**src/rtl/itra_pkg.sv**
```systemverilog
// Shared types, codes and constants for the integer to radix ASCII converter.
package itra_pkg;

    typedef enum logic [2:0] {
        CMD_BIN  = 3'd0,
        CMD_OCT  = 3'd1,
        CMD_UDEC = 3'd2,
        CMD_SDEC = 3'd3,
        CMD_HEX  = 3'd4
    } t_command;

    // Fixed-point reciprocal of ten: q = (x * RECIP10) >> RECIP10_SHIFT for any 32-bit x.
    localparam logic [31:0] RECIP10       = 32'hCCCC_CCCD;
    localparam int          RECIP10_SHIFT = 35;

    localparam logic [7:0] CHAR_ZERO  = 8'h30;
    localparam logic [7:0] CHAR_ALPHA = 8'h57;  // 'a' minus ten
    localparam logic [7:0] CHAR_MINUS = 8'h2D;

    // Commands from the controller to the datapath.
    typedef struct packed {
        logic load;        // take a new word
        logic mul;         // register the quotient by ten
        logic push;        // push one digit, shift the magnitude down
        logic emit_sign;   // put '-' in the output register
        logic emit_digit;  // pop one digit into the output register
    } t_dp_cmd;

    // Status from the datapath to the controller.
    typedef struct packed {
        logic is_dec;      // current word converts in decimal
        logic neg;         // sign still to be sent
        logic next_zero;   // magnitude after this push is zero
        logic cnt_one;     // one digit left on the stack
        logic out_free;    // output register can take a character
    } t_dp_sts;

    function automatic logic [7:0] digit_char(input logic [3:0] d);
        logic [7:0] base;
        base = (d < 4'd10) ? CHAR_ZERO : CHAR_ALPHA;
        return base + {4'b0000, d};
    endfunction

endpackage

```
**src/rtl/integer_to_radix_ascii.sv**
```systemverilog
// Top level of the integer to radix ASCII converter: controller plus datapath.
//
//  channel | valid   | stall   | payload
//  --------+---------+---------+------------------------------------------
//  input   | i_valid | o_stall | i_value[31:0], i_command[2:0]
//  output  | o_valid | i_stall | o_character[7:0], o_last
//
// Per word: an accept step, then one push per digit in binary, octal and hex,
// or a quotient step and a push per digit in decimal (registered multiply by
// the reciprocal of ten, then remainder and push), then one pop per character
// out of the digit stack (plus one output for '-').
// Reset is synchronous and active low; it clears the state machine, the stack
// count and the output valid. Output stalls hold the character register and
// pause the stack pops; input is stalled whenever a word is in progress.
module integer_to_radix_ascii #(
    parameter int DATA_WIDTH = 32
) (
    input  logic        i_clk,
    input  logic        i_rst_n,
    input  logic        i_valid,
    output logic        o_stall,
    input  logic [31:0] i_value,
    input  logic [2:0]  i_command,
    output logic        o_valid,
    input  logic        i_stall,
    output logic [7:0]  o_character,
    output logic        o_last
);

    itra_pkg::t_dp_cmd w_cmd;
    itra_pkg::t_dp_sts w_sts;

    // Controller: idle, quotient, push and emit states.
    itra_ctrl u_ctrl (
        .i_clk     (i_clk),
        .i_rst_n   (i_rst_n),
        .i_valid   (i_valid),
        .i_command (i_command),
        .o_stall   (o_stall),
        .o_cmd     (w_cmd),
        .i_sts     (w_sts)
    );

    // Datapath: digits are produced least significant first and pushed,
    // then popped most significant first into the output register.
    itra_dp #(
        .DATA_WIDTH (DATA_WIDTH)
    ) u_dp (
        .i_clk       (i_clk),
        .i_rst_n     (i_rst_n),
        .i_value     (i_value),
        .i_command   (i_command),
        .i_cmd       (w_cmd),
        .o_sts       (w_sts),
        .o_character (o_character),
        .o_last      (o_last),
        .o_valid     (o_valid),
        .i_stall     (i_stall)
    );

endmodule

```
**src/rtl/itra_dp.sv**
```systemverilog
// Datapath: magnitude register, divide-by-ten step, digit stack and output register.
module itra_dp #(
    parameter int DATA_WIDTH = 32
) (
    input  logic                  i_clk,
    input  logic                  i_rst_n,
    input  logic [31:0]           i_value,
    input  logic [2:0]            i_command,
    input  itra_pkg::t_dp_cmd     i_cmd,
    output itra_pkg::t_dp_sts     o_sts,
    output logic [7:0]            o_character,
    output logic                  o_last,
    output logic                  o_valid,
    input  logic                  i_stall
);

    localparam int IW = (DATA_WIDTH > 1) ? $clog2(DATA_WIDTH) : 1;
    localparam int CW = $clog2(DATA_WIDTH + 1);

    logic [DATA_WIDTH-1:0] r_mag;
    logic [DATA_WIDTH-1:0] n_mag;
    logic [DATA_WIDTH-1:0] r_quot;
    itra_pkg::t_command    r_rad;
    logic                  r_neg;
    logic [3:0]            r_stack [DATA_WIDTH];
    logic [CW-1:0]         r_cnt;
    logic [7:0]            r_char;
    logic                  r_last;
    logic                  r_oval;

    logic [DATA_WIDTH-1:0] w_in;
    logic                  w_in_neg;
    logic [31:0]           w_mag32;
    logic [63:0]           w_prod;
    logic [28:0]           w_q29;
    logic [3:0]            w_q10_lo;
    logic [3:0]            w_rem;
    logic [3:0]            w_digit;
    logic [CW-1:0]         w_top;
    logic [IW-1:0]         w_pop_idx;
    logic [IW-1:0]         w_push_idx;

    assign w_in     = i_value[DATA_WIDTH-1:0];
    assign w_in_neg = (i_command == itra_pkg::CMD_SDEC) && w_in[DATA_WIDTH-1];

    // Quotient by ten: one 32x32 multiply, registered before use.
    assign w_mag32 = 32'(r_mag);
    assign w_prod  = w_mag32 * itra_pkg::RECIP10;
    assign w_q29   = w_prod[63:itra_pkg::RECIP10_SHIFT];

    // Remainder needs only the low nibble since it is below ten.
    assign w_q10_lo = 4'({r_quot[0], 3'b000}) + {r_quot[2:0], 1'b0};
    assign w_rem    = r_mag[3:0] - w_q10_lo;

    always_comb begin
        case (r_rad)
            itra_pkg::CMD_BIN: begin
                w_digit = {3'b000, r_mag[0]};
                n_mag   = r_mag >> 1;
            end
            itra_pkg::CMD_OCT: begin
                w_digit = {1'b0, r_mag[2:0]};
                n_mag   = r_mag >> 3;
            end
            itra_pkg::CMD_HEX: begin
                w_digit = r_mag[3:0];
                n_mag   = r_mag >> 4;
            end
            default: begin
                w_digit = w_rem;
                n_mag   = r_quot;
            end
        endcase
    end

    assign w_top      = r_cnt - CW'(1);
    assign w_pop_idx  = w_top[IW-1:0];
    assign w_push_idx = r_cnt[IW-1:0];

    always_ff @(posedge i_clk) begin
        if (i_cmd.load) begin
            r_mag <= w_in_neg ? DATA_WIDTH'(~w_in + DATA_WIDTH'(1)) : w_in;
            r_rad <= itra_pkg::t_command'(i_command);
        end else if (i_cmd.push) begin
            r_mag <= n_mag;
        end
        if (i_cmd.mul) begin
            r_quot <= DATA_WIDTH'(w_q29);
        end
        if (i_cmd.push) begin
            r_stack[w_push_idx] <= w_digit;
        end
        if (i_cmd.emit_sign) begin
            r_char <= itra_pkg::CHAR_MINUS;
            r_last <= 1'b0;
        end else if (i_cmd.emit_digit) begin
            r_char <= itra_pkg::digit_char(r_stack[w_pop_idx]);
            r_last <= (r_cnt == CW'(1));
        end
    end

    always_ff @(posedge i_clk) begin
        if (!i_rst_n) begin
            r_cnt  <= '0;
            r_neg  <= 1'b0;
            r_oval <= 1'b0;
        end else begin
            if (i_cmd.load) begin
                r_cnt <= '0;
                r_neg <= w_in_neg;
            end else if (i_cmd.push) begin
                r_cnt <= r_cnt + CW'(1);
            end else if (i_cmd.emit_digit) begin
                r_cnt <= w_top;
            end
            if (i_cmd.emit_sign) begin
                r_neg <= 1'b0;
            end
            if (i_cmd.emit_sign || i_cmd.emit_digit) begin
                r_oval <= 1'b1;
            end else if (!i_stall) begin
                r_oval <= 1'b0;
            end
        end
    end

    assign o_sts.is_dec    = (r_rad == itra_pkg::CMD_UDEC) || (r_rad == itra_pkg::CMD_SDEC);
    assign o_sts.neg       = r_neg;
    assign o_sts.next_zero = (n_mag == '0);
    assign o_sts.cnt_one   = (r_cnt == CW'(1));
    assign o_sts.out_free  = !r_oval || !i_stall;

    assign o_character = r_char;
    assign o_last      = r_last;
    assign o_valid     = r_oval;

    // The stack never holds more digits than the word has bits.
    a_push_bound: assert property (@(posedge i_clk) disable iff (!i_rst_n)
        i_cmd.push |-> (r_cnt < CW'(DATA_WIDTH)))
        else $error("digit stack overflow");

    // A pop always finds a digit.
    a_pop_nonempty: assert property (@(posedge i_clk) disable iff (!i_rst_n)
        i_cmd.emit_digit |-> (r_cnt != '0))
        else $error("pop from empty digit stack");

    // The sign goes out only while a sign is pending and digits are on the stack.
    a_sign_digits: assert property (@(posedge i_clk) disable iff (!i_rst_n)
        i_cmd.emit_sign |-> (r_cnt != '0) && r_neg)
        else $error("sign emitted without pending digits");

endmodule

```
**src/rtl/itra_ctrl.sv**
```systemverilog
// Controller: sequences load, digit generation and character output.
module itra_ctrl (
    input  logic                  i_clk,
    input  logic                  i_rst_n,
    input  logic                  i_valid,
    input  logic [2:0]            i_command,
    output logic                  o_stall,
    output itra_pkg::t_dp_cmd     o_cmd,
    input  itra_pkg::t_dp_sts     i_sts
);

    typedef enum logic [3:0] {
        S_IDLE = 4'b0001,
        S_MUL  = 4'b0010,
        S_PUSH = 4'b0100,
        S_EMIT = 4'b1000
    } t_state;

    t_state r_state;
    t_state n_state;
    logic   w_cmd_ok;
    logic   w_cmd_dec;

    assign w_cmd_ok  = (i_command == itra_pkg::CMD_BIN)  || (i_command == itra_pkg::CMD_OCT) ||
                       (i_command == itra_pkg::CMD_UDEC) || (i_command == itra_pkg::CMD_SDEC) ||
                       (i_command == itra_pkg::CMD_HEX);
    assign w_cmd_dec = (i_command == itra_pkg::CMD_UDEC) || (i_command == itra_pkg::CMD_SDEC);

    always_comb begin
        n_state = r_state;
        o_cmd   = '0;
        case (r_state)
            S_IDLE: begin
                // Unused commands are taken and dropped.
                if (i_valid && w_cmd_ok) begin
                    o_cmd.load = 1'b1;
                    n_state    = w_cmd_dec ? S_MUL : S_PUSH;
                end
            end
            S_MUL: begin
                o_cmd.mul = 1'b1;
                n_state   = S_PUSH;
            end
            S_PUSH: begin
                o_cmd.push = 1'b1;
                if (i_sts.next_zero) begin
                    n_state = S_EMIT;
                end else if (i_sts.is_dec) begin
                    n_state = S_MUL;
                end
            end
            S_EMIT: begin
                if (i_sts.out_free) begin
                    if (i_sts.neg) begin
                        o_cmd.emit_sign = 1'b1;
                    end else begin
                        o_cmd.emit_digit = 1'b1;
                        if (i_sts.cnt_one) begin
                            n_state = S_IDLE;
                        end
                    end
                end
            end
            default: begin
                n_state = S_IDLE;
            end
        endcase
    end

    always_ff @(posedge i_clk) begin
        if (!i_rst_n) begin
            r_state <= S_IDLE;
        end else begin
            r_state <= n_state;
        end
    end

    assign o_stall = (r_state != S_IDLE);

    // Generation ends as soon as the magnitude runs out.
    a_push_to_emit: assert property (@(posedge i_clk) disable iff (!i_rst_n)
        (r_state == S_PUSH) && i_sts.next_zero |=> (r_state == S_EMIT))
        else $error("digit generation did not stop at zero");

    // Only one datapath action per cycle.
    a_cmd_onehot: assert property (@(posedge i_clk) disable iff (!i_rst_n)
        $onehot0(o_cmd))
        else $error("conflicting datapath commands");

endmodule
```
**config.mk**
```make
export PLATFORM = sky130hd
export DESIGN_NAME = integer_to_radix_ascii
export DESIGN_NICKNAME = d
export VERILOG_FILES = /design/src/rtl/itra_pkg.sv /design/src/rtl/integer_to_radix_ascii.sv /design/src/rtl/itra_dp.sv /design/src/rtl/itra_ctrl.sv
export SDC_FILE = /design/constraint.sdc
export NUM_CORES = 1
export LEC_CHECK = 0
export ABC_AREA = 0
export BUFFER_PORTS_ARGS = -buffer_cell sky130_fd_sc_hd__clkbuf_2
export CELL_PAD_IN_SITES_DETAIL_PLACEMENT = 2
export CELL_PAD_IN_SITES_GLOBAL_PLACEMENT = 2
export CORE_UTILIZATION = 45
export DETAILED_ROUTE_END_ITERATION = 12
export GPL_TIMING_DRIVEN = 0
export PLACE_DENSITY_LB_ADDON = 0.1
export SKIP_CTS_REPAIR_TIMING = 1
export SLEW_MARGIN = 20
export SYNTH_ARGS = -nofsm -noshare
export SYNTH_HDL_FRONTEND = slang
export SYNTH_SLANG_ARGS = --single-unit
```
**constraint.sdc**
```tcl
create_clock -name i_clk -period 10.05 [get_ports i_clk]
set_input_delay 1.005 -clock i_clk [delete_from_list [all_inputs] [get_ports i_clk]]
set_output_delay 1.005 -clock i_clk [all_outputs]
set_load 0.005 [all_outputs]
```
[After elaboration in Yosys (flattened, before gate mapping)]
Memories as Yosys holds them, arrays and structs flattened.
Cells that the tools add are included.
Storage, ports and cells
  bits in registers: 85
  memory bits (writable): 128
  output and inout port bits: 11
  word-level logic and storage cells: 88
  memories: 1
Cells by class
  add/subtract/negate cells: 6
  multipliers: 1
  order comparisons: 1
  equal/unequal tests: 20
  mux-type cells: 28
  bitwise gates (word level): 2
  reduce and logical (&&, ||, !) cells: 20
Memories
  u_dp.r_stack: depth 32, width 4, rd ports 1, clocked after Yosys merged registers in 0, wr ports 1, line itra_dp.sv:25  | logic [3:0] r_stack [DATA_WIDTH];
Operators by type and width (number)
  32-bit two-way mux: 3
  31-bit one-hot mux with 3 select lines: 1
  32-bit by 32-bit multiplier with 64-bit output (second input constant): 1
  32-bit by 1-bit adder with 32-bit output (second input constant): 1
  32-bit zero test: 1
  32-bit inverter: 1
  4-bit two-way mux: 6
  4-bit one-hot mux with 4 select lines: 1
  3-bit by 2-bit equality test with 1-bit output (second input constant): 4
  6-bit two-way mux: 2
  4-bit one-hot mux with 3 select lines: 1
  1-bit two-way mux: 10
  8-bit by 4-bit adder with 8-bit output: 1
  1-bit logical OR: 8
  2-bit by 1-bit != test with 1-bit output (second input constant): 4
  7-bit two-way mux: 1
  6-bit by 1-bit adder with 6-bit output (second input constant): 1
  3-bit by 1-bit equality test with 1-bit output (second input constant): 2
  3-bit equality test (second input constant): 2
  6-bit by 1-bit equality test with 1-bit output (second input constant): 1
  3-bit zero test: 2
  6-bit by 1-bit subtractor with 6-bit output (second input constant): 1
  5-bit AND reduction: 1
  4-bit adder: 1
  other kinds (16): 21

[Depth between registers and ports, before layout]
Gate-level depths: netlist (run 1).
  depth after elaboration: 9
  depth in mapped cells: 26
  mapped depth without buffers: 26

[Cells and area by module]
A second synthesis (run 1) with hierarchy kept.
Second synthesis, totals
  cell total of the unflattened synthesis: 2432
  area total of the unflattened synthesis: 26925.8 sq um
Modules (own cells, without submodules)
  itra_dp: times used 1, cells each 2400, area each 26628.0 sq um, sequential area each 6085.8 sq um
  itra_ctrl: times used 1, cells each 32, area each 297.8 sq um, sequential area each 80.1 sq um

[Worst setup path after synthesis (run 1)]
Ideal clock, no wire load.
  path type: register to register
  start point: register u_dp.r_mag[20]
  end point: register u_dp.r_quot[26], data pin
  setup time: 0.258 ns
  data arrival time: 6.774 ns
  slack: 3.018 ns
  stages on the path, launching flop included: 26
  path buffers: 0
  path through: edfxtp_1 > ha_1 > inv_1 > fa_1 > inv_1 > fa_1 > inv_1 > fa_1 > inv_1 > fa_1 > fa_1 > fa_1 > inv_1 > fa_1 > inv_1 > ha_1 > nand3_1 > nor4_1 > nand2_1 > a2111oi_2 > o31a_1 > o21ai_2 > o31ai_4 > a21o_2 > a21oi_2 > xnor2_1
On the way
  cells in the longest elaborated chain, start to end: 1
Ends and longest elaborated chain
  from (decl): line itra_dp.sv:20  | logic [DATA_WIDTH-1:0] r_mag;
  from (signal assigned): line itra_dp.sv:82  | r_mag <= w_in_neg ? DATA_WIDTH'(~w_in + DATA_WIDTH'(1)) : w_in;
  from (signal assigned): line itra_dp.sv:85  | r_mag <= n_mag;
  32-bit by 32-bit multiplier with 64-bit output: line itra_dp.sv:48  | assign w_prod = w_mag32 * itra_pkg::RECIP10;
  net u_dp.w_prod[61]: line itra_dp.sv:34  | logic [63:0] w_prod;
  to (signal assigned): line itra_dp.sv:88  | r_quot <= DATA_WIDTH'(w_q29);
  to (decl): line itra_dp.sv:22  | logic [DATA_WIDTH-1:0] r_quot;
The timed path passes the listed nets, and every way through them passes these cells.
A chain may end at the register's enable or synchronous reset.

[Worst setup path in the final report (run 1)]
  start point: register u_dp.r_mag[18]
  end point: register u_dp.r_quot[26], data pin
The elaborated chain is that of the path after synthesis.

==> reports/results.txt, run 1 <==
Top_reg_cell synth - edfxtp_1
Largest area contributor in the synthesized netlist - fa_1
Fin. Hold Viols - 0
Least-Margin Pin Slew - 1.01 ns
Worst hold path class - register to register
Initial Util - 0.454
Core area - 58,900 um2
Mapped Nets - 3,200
Clock Skews - 0.0251 ns
Setup TNS - 0 ns
Die Width - 246 um
Ports - 50
Syn Inst Count - 2,416
Drt wl/cell - 29.2 um
TritonCTS clock tree - done
DRT Pass-1 Iters - 4
Gpl congestion - 0.915
CTS Root Buffer Type - clkbuf_16
Final Cycle Share - 0.962
GRT overflow - 0
Die Span Y - 246 um
Starting DRC count in detailed routing - 1,029
Ys Warns - 0
Critical path data arrival time - 9.93 ns
Final min period - 9.67 ns
Drt drc - 0
Vias per inst - 5.77
Synthesized area per cell - 11.1 um2
Die Footprint - 60,400 um2
RSZ-0062 raised after global routing - false
Max Cap Viol - 0
Vias in the first global route - 22,624
Sinks on Clock Net - 212
Global Route Usage Sum - 0.328
Largest net degree at the start of global routing - 33
H-tree depth - 1
Max Clk Rate - 103 MHz
Layout cell share with drive strength beyond 1 - 0.0602
Relative slew margins - 0.326
Number of flops mapped to enable cells by yosys - 192
Via count - 18,949
Post-synthesis cell type count - 80
Synthesis-to-finish area growth - 7.34%
# nets final - 3,280
Max Buffers Root-to-Sink - 3
Commonest cells post-synth - inv_1, fa_1, ha_1
Initial antenna violation count - 0
Count leader, synth - inv_1
Placed wire-length estimate - 82.0 mm
Num rows - 89
Synth area leaders - fa_1, edfxtp_1, ha_1
Crit path launch type - register
Crit path capture type - register
First-pass GRT wire length - 144 mm
Synth Register Bits - 212
Number of port buffers - 48
Worst Path Required - 10.31 ns
Status - complete, no violations
Critical path class - register to register
Diodes inserted - 0
Sequential fraction of the synthesis area - 0.230
Clock-pin slew on the worst setup and hold paths - 0.06 ns
Final Max Slew Viols - 0
Routed WL - 95.9 mm
Yosys top cell area share - 0.290
ANT nets after route - 0
CTS buffer count - 22
Clk Latency, worst-skew pair - 0.54 ns
Max FO, Critical Path - 7
Final setup viols - 0
Fraction of registers with async set/reset - 0
Synthesized cell area - 26,800 um2
-- metrics by stage --
step,setup WS [ns],util,instances,area [um2],hold slack [ns]
floorplan,3.02,-,2416,26800,0.435
global placement,0.482,0.475,3237,28000,0.432
detailed placement,0.180,0.476,3245,28100,0.441
CTS,0.163,0.487,3282,28700,0.449
global route,0.109,0.488,3282,28700,0.470
finish,0.380,0.488,3282,28700,0.441
-- path summary, 6_finish.rpt --
path | slack (ns) | start | cells past startpoint | endpoint
max | 0.38 | u_dp.r_mag[18] | 25 | u_dp.r_quot[26]
min | 0.44 | u_dp.o_character[0] | 2 | u_dp.o_character[0]
max reg2reg | 0.38 | u_dp.r_mag[18] | 25 | u_dp.r_quot[26]
min reg2reg | 0.44 | u_dp.o_character[0] | 2 | u_dp.o_character[0]
-- cell families after synthesis --
logic type / count (synthesis) / share of synthesized area
compound gates: 334 / 0.0798
xor+xnor: 117 / 0.0386
fa+ha+maj: 745 / 0.457
buf+inv: 604 / 0.0870
flops: 212 / 0.230
mux: 60 / 0.0446
other cells: 1 / 0.000140
simple gates: 343 / 0.0626
-- cells in the final DEF, fill, tap and decap left out, types with 15 or more instances in the layout --
cell	instances
nand2b_1	15
mux4_1	21
o21ai_0	62
xnor2_1	54
dfxtp_1	20
xor2_1	61
a21oi_1	110
clkbuf_16	22
inv_1	548
a21o_1	38
nand3_1	22
a211oi_1	38
ha_1	358
nor2_1	113
edfxtp_1	192
nor2b_1	21
mux4_2	19
clkbuf_2	48
nor3_1	16
fa_1	387
clkbuf_1	42
nand2_1	85
-- layout make-up --
class | instances | area [um2]
Fill cell | 5937 | 30200
Sequential cell | 212 | 6170
Tap cell | 773 | 967
Clock inverter | 13 | 76.3
Multi-Input combinational cell | 1600 | 18300
Clock buffer | 24 | 558
Buffer | 54 | 264
Inverter | 550 | 2060
Timing Repair Buffer | 56 | 315
-- routing by layer --
metal	vias to the layer above	part of all wire	GRT usage	wire length, um
met5	-	0	0	0
met4	0	0.043	0.128	4090
met3	179	0.040	0.0371	3820
met2	520	0.52	0.590	49900
met1	10074	0.40	0.398	38100
li1	8176	-	-	-
-- worst max-delay path, stage by stage (launching register included) --
cell       delay (ns)
edfxtp_1         0.84
ha_1             0.61
inv_1            0.24
fa_1             0.56
inv_1            0.06
fa_1             0.55
inv_1            0.08
fa_1             0.52
inv_1            0.07
fa_1             0.45
fa_1             0.50
fa_1             0.50
inv_1            0.07
fa_1             0.51
inv_1            0.05
ha_1             0.37
nand3_1          0.30
nor4_1           0.85
nand2_1          0.28
a2111oi_4        0.74
o31a_1           0.34
o21ai_2          0.17
o31ai_4          0.29
a21o_2           0.20
a21oi_2          0.07
xnor2_1          0.16
-- state kept, by name, summed over array words and instances, names as in the netlist --
| name | count |
|---|---|
| u_dp.r_quot | 29 |
| u_dp.r_neg | 1 |
| u_dp.o_last | 1 |
| u_dp.r_cnt | 6 |
| u_dp.r_mag | 32 |
| u_dp.o_character | 7 |
| u_ctrl.r_state | 4 |
| u_dp.r_rad | 3 |
| u_dp.r_stack | 128 |
| u_dp.o_valid | 1 |
Power of run 1 is not shown: default switching activity piles up to over one toggle a cycle in this logic, so the estimate is an artifact.
==> run 2, diff against run 1 <==
--- a/config.mk
+++ b/config.mk
@@ -6,11 +6,11 @@
 export NUM_CORES = 1
 export LEC_CHECK = 0
 export ABC_AREA = 0
-export BUFFER_PORTS_ARGS = -buffer_cell sky130_fd_sc_hd__clkbuf_2
 export CELL_PAD_IN_SITES_DETAIL_PLACEMENT = 2
 export CELL_PAD_IN_SITES_GLOBAL_PLACEMENT = 2
-export CORE_UTILIZATION = 45
+export CORE_UTILIZATION = 46
 export DETAILED_ROUTE_END_ITERATION = 12
+export DONT_BUFFER_PORTS = 1
 export GPL_TIMING_DRIVEN = 0
 export PLACE_DENSITY_LB_ADDON = 0.1
 export SKIP_CTS_REPAIR_TIMING = 1
==> run 2 against run 1 <==
- non-clock buffer count shrank 48
- critical path depth is the same
- sequential share of layout area grew 0.12 points
- global-route usage grew 0.99 points
- wire length grew 0.61%
- via count shrank 0.39%
- flip-flop and latch count is the same
- highest routed layer unchanged
==> reports/results.txt, run 2 (synthesis gave the netlist of run 1 again) <==
Status - complete, no violations
Vias in the first global route - 22,665
Clock-pin slew on the worst setup and hold paths - 0.06 ns
Worst path most repeated cell - fa_1
Final Max Slew Viols - 0
Sinks on Clock Net - 212
Die Width - 243 um
Crit path launch type - register
Largest net degree at the start of global routing - 33
ANT nets after route - 0
Top reg by flops - u_dp.r_stack
H-tree depth - 1
Commonest non-fill, non-tap cell in the layout - inv_1
Gpl congestion - 0.925
Max Buffers Root-to-Sink - 3
Via count - 18,876
Slowest-stage cell, CP - a2111oi_2
Number of flip-flops in the largest register - 128
Layout cell share with drive strength beyond 1 - 0.0430
Crit path capture type - register
Placed wire-length estimate - 82.2 mm
Max FO, Critical Path - 7
Initial Util - 0.465
Final min period - 9.86 ns
Least-Margin Pin Slew - 1.02 ns
GRT overflow - 0
CTS buffer count - 23
Max incr delay on CP - 0.96 ns
Setup TNS - 0 ns
Critical path data arrival time - 10.14 ns
First-pass GRT wire length - 146 mm
Clock Skews - 0.0178 ns
Max Clk Rate - 101 MHz
Die Span Y - 243 um
Num rows - 88
Synthesis-to-finish area growth - 6.74%
Core area - 57,600 um2
Worst hold stages - 2
Routed WL - 96.5 mm
Relative slew margins - 0.323
Most frequent cells in the layout - inv_1, fa_1, ha_1
Final Core Density - 0.496
Number of port buffers - 0
Final std cells w/o fill - 3,231
Initial antenna violation count - 1
Ports - 50
CTS Root Buffer Type - clkbuf_16
Global Route Usage Sum - 0.337
Largest registers - u_dp.r_stack (128), u_dp.r_mag (32), u_dp.r_quot (29)
Vias per inst - 5.84
Dpl cells - 3,189
RSZ-0062 raised after global routing - false
Drt wl/cell - 29.9 um
Critical path class - register to register
Worst hold path class - register to register
Clk Latency, worst-skew pair - 0.55 ns
R2R depth - 25
Worst Path Required - 10.33 ns
DRT Pass-1 Iters - 6
Final setup viols - 0
Die Footprint - 59,100 um2
Drt drc - 0
Fin. Hold Viols - 0
# nets final - 3,233
Starting DRC count in detailed routing - 1,033
Max Cap Viol - 0
Diodes inserted - 0
TritonCTS clock tree - done
Final Cycle Share - 0.982
[run 2: critical path: cells and delay by family, from the launching register on]
kind                       cells  cell delay (ns)
AOI/OAI and AO/OA              6             2.06
xor gates and xnor gates       1             0.15
adders and majority gates      9             4.53
buffers and inverters          6             0.53
DFF                            1             0.85
and+or+nand+nor                3             1.45
[run 2: cell type report]
| cell class | count | area, um2 |
|---|---|---|
| fillers | 5842 | 29000 |
| plain buffers | 54 | 264 |
| clock inverters | 6 | 98.8 |
| well taps | 765 | 957 |
| repair buffers | 8 | 68.8 |
| flip-flops and latches | 212 | 6170 |
| inverters | 550 | 2060 |
| clock buffers | 36 | 644 |
| multi-input cells | 1600 | 18300 |
[run 2: per-layer routing]
layer | track usage | part of all wire | vias to the layer above
met5 | 0 | 0 | -
met4 | 0.171 | 0.062 | 0
met3 | 0.0375 | 0.042 | 254
met2 | 0.585 | 0.50 | 614
met1 | 0.415 | 0.40 | 9923
li1 | - | - | 8085
[run 2: stage by stage]
stage	instance area (um2)	hold slack [ns]	worst slack (ns)
finish	28600	0.462	0.185
global route	28600	0.510	0.0105
CTS	28500	0.464	0.350
detailed placement	27800	0.455	0.344
global placement	27700	0.452	0.578
floorplan	26800	0.435	3.02
[run 2: final timing paths]
check / slack [ns] / from / to
setup reg to reg: 0.19 / u_dp.r_mag[18] / u_dp.r_quot[26]
hold reg to reg: 0.46 / u_dp.o_character[0] / u_dp.o_character[0]
setup / recovery: 0.19 / u_dp.r_mag[18] / u_dp.r_quot[26]
hold / removal: 0.46 / u_dp.o_character[0] / u_dp.o_character[0]
Power of run 2 is left out for the same reason.
